**config.mk**
```make
export PLATFORM = sky130hd
export DESIGN_NAME = tag_count_table_core
export DESIGN_NICKNAME = d
export VERILOG_FILES = /design/src/rtl/tct_pkg.sv /design/src/rtl/tct_ram.sv /design/src/rtl/tct_update.sv /design/src/rtl/tag_count_table_core.sv
export SDC_FILE = /design/constraint.sdc
export NUM_CORES = 2
export LEC_CHECK = 0
export BUFFER_PORTS_ARGS = -buffer_cell sky130_fd_sc_hd__buf_2
export CORE_AREA = 2 2 438 548
export DETAILED_ROUTE_END_ITERATION = 10
export DIE_AREA = 0 0 440 550
export PLACE_DENSITY = 0.8
export SYNTH_ARGS = -nofsm -noshare
export SYNTH_HDL_FRONTEND = slang
export SYNTH_SLANG_ARGS = --single-unit
```
**constraint.sdc**
```tcl
create_clock -name clk -period 6.6 [get_ports clk]
set_clock_uncertainty 0.15 [all_clocks]
set_input_delay 0.99 -clock clk [delete_from_list [all_inputs] [get_ports clk]]
set_output_delay 0.99 -clock clk [all_outputs]
set_load 0.05 [all_outputs]
```
**src/rtl/tct_pkg.sv**
```systemverilog
// ----------------------------------------------------------------------------
// tct_pkg
// Types, codes and sizes shared by the tag count table modules.
// ----------------------------------------------------------------------------
package tct_pkg;

  localparam int DEPTH    = 64;
  localparam int TAG_BITS = 16;

  localparam int TAG_W    = 16;
  localparam int CNT_W    = 32;
  localparam int KEY_BITS = (TAG_BITS < TAG_W) ? TAG_BITS : TAG_W;
  localparam int AW       = (DEPTH > 1) ? $clog2(DEPTH) : 1;

  localparam logic signed [CNT_W-1:0] CNT_MAX = {1'b0, {(CNT_W-1){1'b1}}};

  typedef enum logic [1:0] {
    OP_ADD    = 2'd0,
    OP_SET    = 2'd1,
    OP_REMOVE = 2'd2
  } tct_op_e;

  typedef enum logic [2:0] {
    ST_CHANGED  = 3'd0,
    ST_INVALID  = 3'd1,
    ST_IGNORED  = 3'd2,
    ST_FULL     = 3'd3,
    ST_NOTFOUND = 3'd4
  } tct_status_e;

  typedef enum logic [1:0] {
    S_IDLE,
    S_SCAN,
    S_DRAIN,
    S_WRITE
  } tct_state_e;

  typedef struct packed {
    logic [1:0]              operation;
    logic [TAG_W-1:0]        tag;
    logic signed [CNT_W-1:0] amount;
  } tct_in_t;

  typedef struct packed {
    logic [2:0]              status;
    logic                    changed;
    logic signed [CNT_W-1:0] old_count;
    logic signed [CNT_W-1:0] new_count;
  } tct_out_t;

  typedef struct packed {
    logic [KEY_BITS-1:0]     key;
    logic signed [CNT_W-1:0] count;
  } tct_entry_t;

  typedef struct packed {
    logic                    hit;
    logic                    free_found;
    logic signed [CNT_W-1:0] cur;
  } tct_scan_t;

  typedef struct packed {
    logic                    wr_en;
    logic                    use_free;
    logic                    set_used;
    logic                    clr_used;
    logic signed [CNT_W-1:0] wr_count;
  } tct_act_t;

endpackage

```
**src/rtl/tct_ram.sv**
```systemverilog
// ----------------------------------------------------------------------------
// tct_ram
// Simple dual-port synchronous RAM, one write and one registered read port.
// ----------------------------------------------------------------------------
module tct_ram #(
  parameter int DEPTH = 64,
  parameter int WIDTH = 48,
  parameter int AW    = 6
) (
  input  logic             clk,
  input  logic             we,
  input  logic [AW-1:0]    waddr,
  input  logic [WIDTH-1:0] wdata,
  input  logic             re,
  input  logic [AW-1:0]    raddr,
  output logic [WIDTH-1:0] rdata
);

  logic [WIDTH-1:0] mem [DEPTH];

  always_ff @(posedge clk) begin
    if (we) begin
      mem[waddr] <= wdata;
    end
  end

  always_ff @(posedge clk) begin
    if (re) begin
      rdata <= mem[raddr];
    end
  end

endmodule

```
**src/rtl/tct_update.sv**
```systemverilog
// ----------------------------------------------------------------------------
// tct_update
// Decides the result word and the write-back for one operation from the
// outcome of the table scan.
// ----------------------------------------------------------------------------
module tct_update (
  input  tct_pkg::tct_in_t   req,
  input  tct_pkg::tct_scan_t scan,
  output tct_pkg::tct_out_t  res,
  output tct_pkg::tct_act_t  act
);
  import tct_pkg::*;

  logic [KEY_BITS-1:0]     key;
  logic signed [CNT_W-1:0] cur_v;
  logic signed [CNT_W:0]   sum;
  logic signed [CNT_W-1:0] add_v;
  logic                    amt_pos;

  assign key     = req.tag[KEY_BITS-1:0];
  assign cur_v   = scan.hit ? scan.cur : '0;
  assign sum     = {scan.cur[CNT_W-1], scan.cur} + {req.amount[CNT_W-1], req.amount};
  assign add_v   = (sum[CNT_W] != sum[CNT_W-1]) ? CNT_MAX : sum[CNT_W-1:0];
  assign amt_pos = !req.amount[CNT_W-1] && (req.amount != '0);

  always_comb begin
    res          = '0;
    act          = '0;
    res.status   = ST_IGNORED;
    res.old_count = cur_v;
    res.new_count = cur_v;
    if (key == '0) begin
      res.status    = ST_INVALID;
      res.old_count = '0;
      res.new_count = '0;
    end else begin
      unique case (req.operation)
        OP_REMOVE: begin
          if (!amt_pos) begin
            res.status = ST_IGNORED;
          end else if (!scan.hit) begin
            res.status    = ST_NOTFOUND;
            res.old_count = '0;
            res.new_count = '0;
          end else if (scan.cur <= req.amount) begin
            res.status    = ST_CHANGED;
            res.changed   = 1'b1;
            res.new_count = '0;
            act.clr_used  = 1'b1;
          end else begin
            res.status    = ST_CHANGED;
            res.changed   = 1'b1;
            res.new_count = scan.cur - req.amount;
            act.wr_en     = 1'b1;
            act.wr_count  = scan.cur - req.amount;
          end
        end
        OP_ADD, OP_SET: begin
          if (req.operation == OP_ADD && !amt_pos) begin
            res.status = ST_IGNORED;
          end else if (scan.hit) begin
            res.status    = ST_CHANGED;
            res.changed   = 1'b1;
            res.new_count = (req.operation == OP_ADD) ? add_v : req.amount;
            act.wr_en     = 1'b1;
            act.wr_count  = (req.operation == OP_ADD) ? add_v : req.amount;
          end else if (!scan.free_found) begin
            res.status    = ST_FULL;
            res.old_count = '0;
            res.new_count = '0;
          end else begin
            res.status    = ST_CHANGED;
            res.changed   = 1'b1;
            res.old_count = '0;
            res.new_count = req.amount;
            act.wr_en     = 1'b1;
            act.use_free  = 1'b1;
            act.set_used  = 1'b1;
            act.wr_count  = req.amount;
          end
        end
        default: begin
          res.status = ST_IGNORED;
        end
      endcase
    end
  end

endmodule

```
**src/rtl/tag_count_table_core.sv**
```systemverilog
// ----------------------------------------------------------------------------
// tag_count_table_core
// Bounded table of unique nonzero tags with signed counts: add, set, remove.
// ----------------------------------------------------------------------------
// Each accepted word (start high while busy is low) scans every one of the
// DEPTH table slots through the single read port of the entry RAM, one slot a
// cycle, then writes back at most once. busy stays high through the S_SCAN,
// S_DRAIN and S_WRITE states after the accepting edge; the result word is on
// result for exactly one cycle with done high, registered from the S_WRITE
// state, and a new word may be accepted in that same cycle. The receiver
// cannot stall: done is a strobe and result must be taken when it shows.
module tag_count_table_core (
  input  logic               clk,
  input  logic               rst,
  input  logic               start,
  output logic               busy,
  input  tct_pkg::tct_in_t   item,
  output logic               done,
  output tct_pkg::tct_out_t  result
);
  import tct_pkg::*;

  localparam int EW = $bits(tct_entry_t);

  tct_state_e state, state_next;

  tct_in_t                 req;
  logic [DEPTH-1:0]        used;
  logic [AW-1:0]           scan_idx;
  logic [AW-1:0]           cmp_idx;
  logic                    cmp_v;
  logic                    hit;
  logic [AW-1:0]           hit_idx;
  logic signed [CNT_W-1:0] cur;
  logic                    free_found;
  logic [AW-1:0]           free_idx;

  logic                    rd_en;
  logic                    wr_go;
  logic                    scan_last;
  logic                    accept;
  tct_entry_t              rd_entry;
  tct_entry_t              wr_entry;
  logic [EW-1:0]           rd_word;
  logic [AW-1:0]           wr_addr;
  tct_scan_t               scan;
  tct_out_t                res;
  tct_act_t                act;

  assign accept    = start && !busy;
  assign scan_last = (scan_idx == AW'(DEPTH - 1));

  always_comb begin
    state_next = state;
    unique case (state)
      S_IDLE:  if (start) state_next = S_SCAN;
      S_SCAN:  if (scan_last) state_next = S_DRAIN;
      S_DRAIN: state_next = S_WRITE;
      S_WRITE: state_next = S_IDLE;
      default: state_next = S_IDLE;
    endcase
  end

  always_comb begin
    busy  = (state != S_IDLE);
    rd_en = (state == S_SCAN);
    wr_go = (state == S_WRITE);
  end

  always_ff @(posedge clk) begin
    if (rst) begin
      state <= S_IDLE;
    end else begin
      state <= state_next;
    end
  end

  tct_ram #(
    .DEPTH (DEPTH),
    .WIDTH (EW),
    .AW    (AW)
  ) u_ram (
    .clk   (clk),
    .we    (wr_go && act.wr_en),
    .waddr (wr_addr),
    .wdata (wr_entry),
    .re    (rd_en),
    .raddr (scan_idx),
    .rdata (rd_word)
  );

  assign rd_entry       = rd_word;
  assign wr_addr        = act.use_free ? free_idx : hit_idx;
  assign wr_entry.key   = req.tag[KEY_BITS-1:0];
  assign wr_entry.count = act.wr_count;

  always_ff @(posedge clk) begin
    if (accept) begin
      req <= item;
    end
  end

  always_ff @(posedge clk) begin
    if (rst) begin
      scan_idx <= '0;
      cmp_v    <= 1'b0;
    end else begin
      cmp_v <= rd_en;
      if (accept) begin
        scan_idx <= '0;
      end else if (rd_en) begin
        scan_idx <= scan_last ? '0 : scan_idx + AW'(1);
      end
    end
  end

  always_ff @(posedge clk) begin
    cmp_idx <= scan_idx;
  end

  always_ff @(posedge clk) begin
    if (rst) begin
      hit        <= 1'b0;
      free_found <= 1'b0;
    end else if (accept) begin
      hit        <= 1'b0;
      free_found <= 1'b0;
    end else if (cmp_v) begin
      if (used[cmp_idx]) begin
        if (!hit && rd_entry.key == req.tag[KEY_BITS-1:0]) begin
          hit <= 1'b1;
        end
      end else if (!free_found) begin
        free_found <= 1'b1;
      end
    end
  end

  always_ff @(posedge clk) begin
    if (cmp_v && used[cmp_idx] && !hit && rd_entry.key == req.tag[KEY_BITS-1:0]) begin
      hit_idx <= cmp_idx;
      cur     <= rd_entry.count;
    end
    if (cmp_v && !used[cmp_idx] && !free_found) begin
      free_idx <= cmp_idx;
    end
  end

  assign scan.hit        = hit;
  assign scan.free_found = free_found;
  assign scan.cur        = cur;

  tct_update u_update (
    .req  (req),
    .scan (scan),
    .res  (res),
    .act  (act)
  );

  always_ff @(posedge clk) begin
    if (rst) begin
      used <= '0;
    end else if (wr_go) begin
      if (act.set_used) begin
        used[free_idx] <= 1'b1;
      end
      if (act.clr_used) begin
        used[hit_idx] <= 1'b0;
      end
    end
  end

  always_ff @(posedge clk) begin
    if (rst) begin
      done <= 1'b0;
    end else begin
      done <= wr_go;
    end
  end

  always_ff @(posedge clk) begin
    if (wr_go) begin
      result <= res;
    end
  end

endmodule

```
# == Word level (Yosys, flattened, before mapping) ==
# Memory sizes are Yosys's and may differ from the RTL's. A register that Yosys moved wholly into a read port is not among the register bits.
# Index checks and enable logic that the tools add are counted.
# classes
add_sub_neg,3
n_lt_le_gt_ge,6
eq_ne,10
muxes,55
bitwise_logic,4
reduce_logical,28
# op_table
operator,count
2-to-1 mux 32 bit,12
2-to-1 mux 64 bit,4
2-to-1 mux 65 bit,2
one-hot mux 65 bit (2 select lines),1
2-to-1 mux 33 bit,2
AND 64 bit,1
inverter 64 bit,1
bitwise OR 64 bit,1
one-hot mux 32 bit (2 select lines),1
2-to-1 mux 36 bit,1
adder 32 x 32 -> 33 bit,1
less-or-equal comparator 32 bit,1
nonzero test 32 bit,1
subtractor 32 bit,1
"< comparator 6 x 7 -> 1 bit, second input constant",3
== test 16 bit,1
zero test 16 bit,1
2-to-1 mux 3 bit,5
2-to-1 mux 1 bit,13
demux 1 bit (select 6 bit),2
">= comparator 6 x 1 -> 1 bit, second input constant",2
logical AND 1 bit,12
2-to-1 mux 6 bit,2
2-to-1 mux 2 bit,5
19 further kinds,30
# word_totals
register_bits,244
ramBits,3072
in_bits,53
output_inout_bits,70
n_memories,1
# mem_list
name,words,width,rd,rd_ports_with_merged_regs,write_ports,line,rtl
u_ram.mem,64,48,1,1,1,tct_ram.sv:19,logic [WIDTH-1:0] mem [DEPTH];

# == Longest topological paths before layout ==
# depth
depth_word,13
ltp_mapped,23
depth_no_buf,21

# == Modules after synthesis ==
# A second synthesis with hierarchy kept.
# unflattened
cells_unflattened,6627
hier_area_um2,132886.2
# by_module_without_submodules
mod,n_inst,cells_per_inst,area_per_inst_um2,seq_area_each_um2
tct_ram,1,4970,117594.0,93689.9
tag_count_table_core,1,611,8902.3,6506.2
tct_update,1,1046,6389.9,0.0

# == Worst setup path before layout ==
# Ideal clock, no wire load.
# synth_path
kind,reg-to-reg
start,"register, netlist name req[8]"
end,memory u_ram.mem[0][19] (data pin)
t_arrival_ns,6.221
required_ns,5.710
slack_ns,-0.511
stages_incl_launch_ff,20
path_buffers,2
period_less_slack_ns,7.111
cell_sequence,edfxtp_1 -> inv_1 -> ha_1 -> buf_2 -> inv_2 -> a2111oi_0 -> a21oi_1 -> a21oi_1 -> o21ai_0 -> o22ai_1 -> o21bai_1 -> a21oi_1 -> o21bai_1 -> xnor2_1 -> ha_1 -> clkbuf_1 -> nor3_1 -> nand2_1 -> nor2_1 -> o32ai_1
# synth_rtl
item,line
"end, declared",tct_ram.sv:19

==> metrics <==
post-CTS sizing=0; Worst Hold Launch=item[32]; die width=440 um; wire per inst=42.50 um; Starting DRT DRC Count=12430; post-CTS setup buffer count=0; area taken by multi-input logic gates=31150 um^2; pre-CTS WS=0.7343 ns; Sink Count=3364; Worst slew margin=9.816%; Setup CP Type=reg -> reg; Switch Pwr=12810 uW; number of I/O port buffers=122; Critical Path AT=6.42 ns; EDFF count, synth=3282; Hold Path Class=in -> reg; WP data required=7.03 ns; global route overflow=0; final net count=6482; Pre-antenna DRT Iters=5; DRC errors left=0; Initial Util=55.70%; TritonCTS clock tree=built; cell-internal power=37390 uW; Synth Register Bits=3364; Worst Hold Path EP=req[32]; core outline area=237000 um^2; endpoints failing setup=0; pin count of the biggest net entering global routing=106; status=complete, no violations; RSZ-0062 raised after global routing=no; commonest non-fill, non-tap cells in the layout=edfxtp_1 (3282), mux4_2 (1029), clkbuf_16 (321); Cell Area, Synth=132000 um^2; final worst-path cycle share=90.79%; commonest non-fill, non-tap cell in the layout=edfxtp_1; hold_buf cts=0; count of cell types in the netlist=76; Antenna Nets Post-Route=0; non-filler instance count after layout=9728; final-report max-slew violation count=0; Switching Share=25.52%; Routed WL=413.4 mm; placed cell count=9170; via count=71780; Post-synth top flop=edfxtp_1; Pleak=0.04537 uW; R2R Setup Slk=0.61 ns; yosys warns=0; Startpoint Class=flop; vias in the first global route=71690; fillers=14280; clk slew on worst S/H paths=0.07 ns; Area Growth Syn to Fin=13.88%; initial antenna violation count=17; proportion of layout cells with a drive suffix above 1=31.00%; maximum VDD drop=0.2699 mV; Worst Tran Pin Value=1.353 ns; part of the power in registers=49.0%; RR Startpoint=req[0]; Util after Layout=63.43%; Clock Latency Late Sink=0.92 ns; clk buf depth=4; Die ar.=242000 um^2; chip height=550 um; Pwr Density=334.0 nW/um^2; async set-reset flop share out of synthesis=0%; Max Clk Rate=0.1669 GHz; Final Hold Viols=0; Worst Setup End Kind=flop; dpl hpwl=213.6 mm; Tmin final=5.992 ns; Comb power frac=14.1%; Syn Inst Count=5925; H-Tree Depth=5; via/cell ratio=7.379; first-pass GRT wire length=572.3 mm; cts bufs inserted=315; Hold Path Stages=1; row cnt=200; synthesized area per cell=22.28 um^2; setup_tns=0 ns; worst reg2reg endpoint=u_ram.mem[53][22]; Synth Net Count=6051; Ports=123; max-cap viol count=0; Worst Slack Setup Final=0.6077 ns; worst-path maximum fanout=64; Worst R2R Path Depth=21; Seq. cell area=100200 um^2; GRT Overall Usage=34.28%; CTS Root Cell=clkbuf_16; clock share of power=36.8%; RD Place Congestion=0.9345; sequential area share after synthesis=75.91%
-- state kept, by name, indices dropped and copies added, names as in the netlist --
name,count
done,1
hit,1
scan_idx,6
state,2
u_ram.rdata,48
cur,32
req,50
cmp_idx,6
result,68
free_idx,6
used,64
hit_idx,6
cmp_v,1
u_ram.mem,3072
free_found,1
-- power groups by stage --
stage          clock [uW]  combinational (uW)  sequential, uW
5_1_grt             19200                7420           24600
4_1_cts             18600                7080           24600
6_report            18500                7100           24600
2_1_floorplan           0                4490           25200
3_5_place_dp            0                6890           25100
3_3_place_gp            0                6750           25000
-- worst max path at each step --
stage	from	to	cells after the start
6_report	req[0]	u_ram.mem[53][22]	21
5_1_grt	req[0]	u_ram.mem[49][22]	21
4_1_cts	req[0]	u_ram.mem[28][22]	21
3_5_place_dp	req[0]	u_ram.mem[54][22]	21
3_3_place_gp	req[0]	u_ram.mem[48][22]	21
2_1_floorplan	req[0]	u_ram.mem[0][31]	15
-- Yosys cell counts (all sizes together), types with 6 or more instances --
cell type	instances	area [um^2]
a31oi	11	68.82
o21bai	13	97.59
nor3	41	225.2
and4	7	61.31
ha	71	888.4
o21a	11	82.58
nand2b	15	93.84
nand4	11	68.82
o21ai	54	270.3
a21o	33	247.7
o31a	6	52.55
and3	40	250.2
nand2	95	356.6
edfxtp	3282	98550
buf	94	419.2
a211oi	11	82.58
xnor2	43	376.6
nor2b	77	481.7
a221oi	6	52.55
o221ai	9	78.83
nand3	21	105.1
dfxtp	82	1642
clkbuf	220	825.8
a21oi	242	1219
mux4	1029	23170
xor2	12	105.1
o31ai	16	125.1
a21boi	6	45.04
nor2	170	638.1
nor4	29	193.9
inv	69	259.0
mux2i	6	60.06
and2	7	43.79
-- critical path, stage by stage, from the launching register on --
cell,delay (ns)
edfxtp_1,0.47
ha_1,0.27
fa_1,0.40
nor2b_1,0.16
o21ai_0,0.27
o2111ai_1,0.32
a211oi_1,0.50
o21a_1,0.26
o221ai_1,0.26
nand3_1,0.17
a21oi_1,0.07
nor4_1,0.19
a21o_1,0.12
ha_1,0.24
buf_4,0.19
nor3_1,0.24
buf_4,0.25
nand2_1,0.28
a221oi_1,0.38
buf_4,0.18
nor2_4,0.04
buf_12,0.20
-- cell families after synthesis --
| logic type | count (synthesis) | synth area share (%) |
|---|---|---|
| AO/OA/AOI/OAI | 480 | 2.243 |
| XOR/XNOR | 55 | 0.3650 |
| adder cells (fa/ha/maj) | 73 | 0.7034 |
| buffers and inverters | 385 | 1.145 |
| flip-flops | 3364 | 75.91 |
| multiplexers | 1036 | 17.61 |
| AND/OR/NAND/NOR | 532 | 2.022 |
-- layout make-up --
class,instances,share of cell area [%]
Timing Repair Buffer,428,3.075
Tap cell,3131,2.606
Clock buffer,372,5.472
Multi-Input combinational cell,2176,20.72
Sequential cell,3364,66.68
Antenna cell,9,0.01498
Clock inverter,177,1.254
Inverter,71,0.1773
-- layer usage --
layer  track usage, %  share of wire [%]
met5                0              0.024
met4            19.91                7.0
met3            9.306                 13
met2            55.21                 49
met1            42.10                 31
-- metrics by stage --
step / hold WS, ns / power, uW / instance area (um^2)
after floorplan: 0.1790 / 29690 / 132000
after global placement: 0.2533 / 31790 / 140200
after detailed placement: 0.2647 / 31950 / 140200
after CTS: 0.08936 / 50260 / 150300
after global routing: 0.09992 / 51260 / 150300
final: 0.1074 / 50200 / 150300
Note: power is estimated with default switching activity, not from simulation.
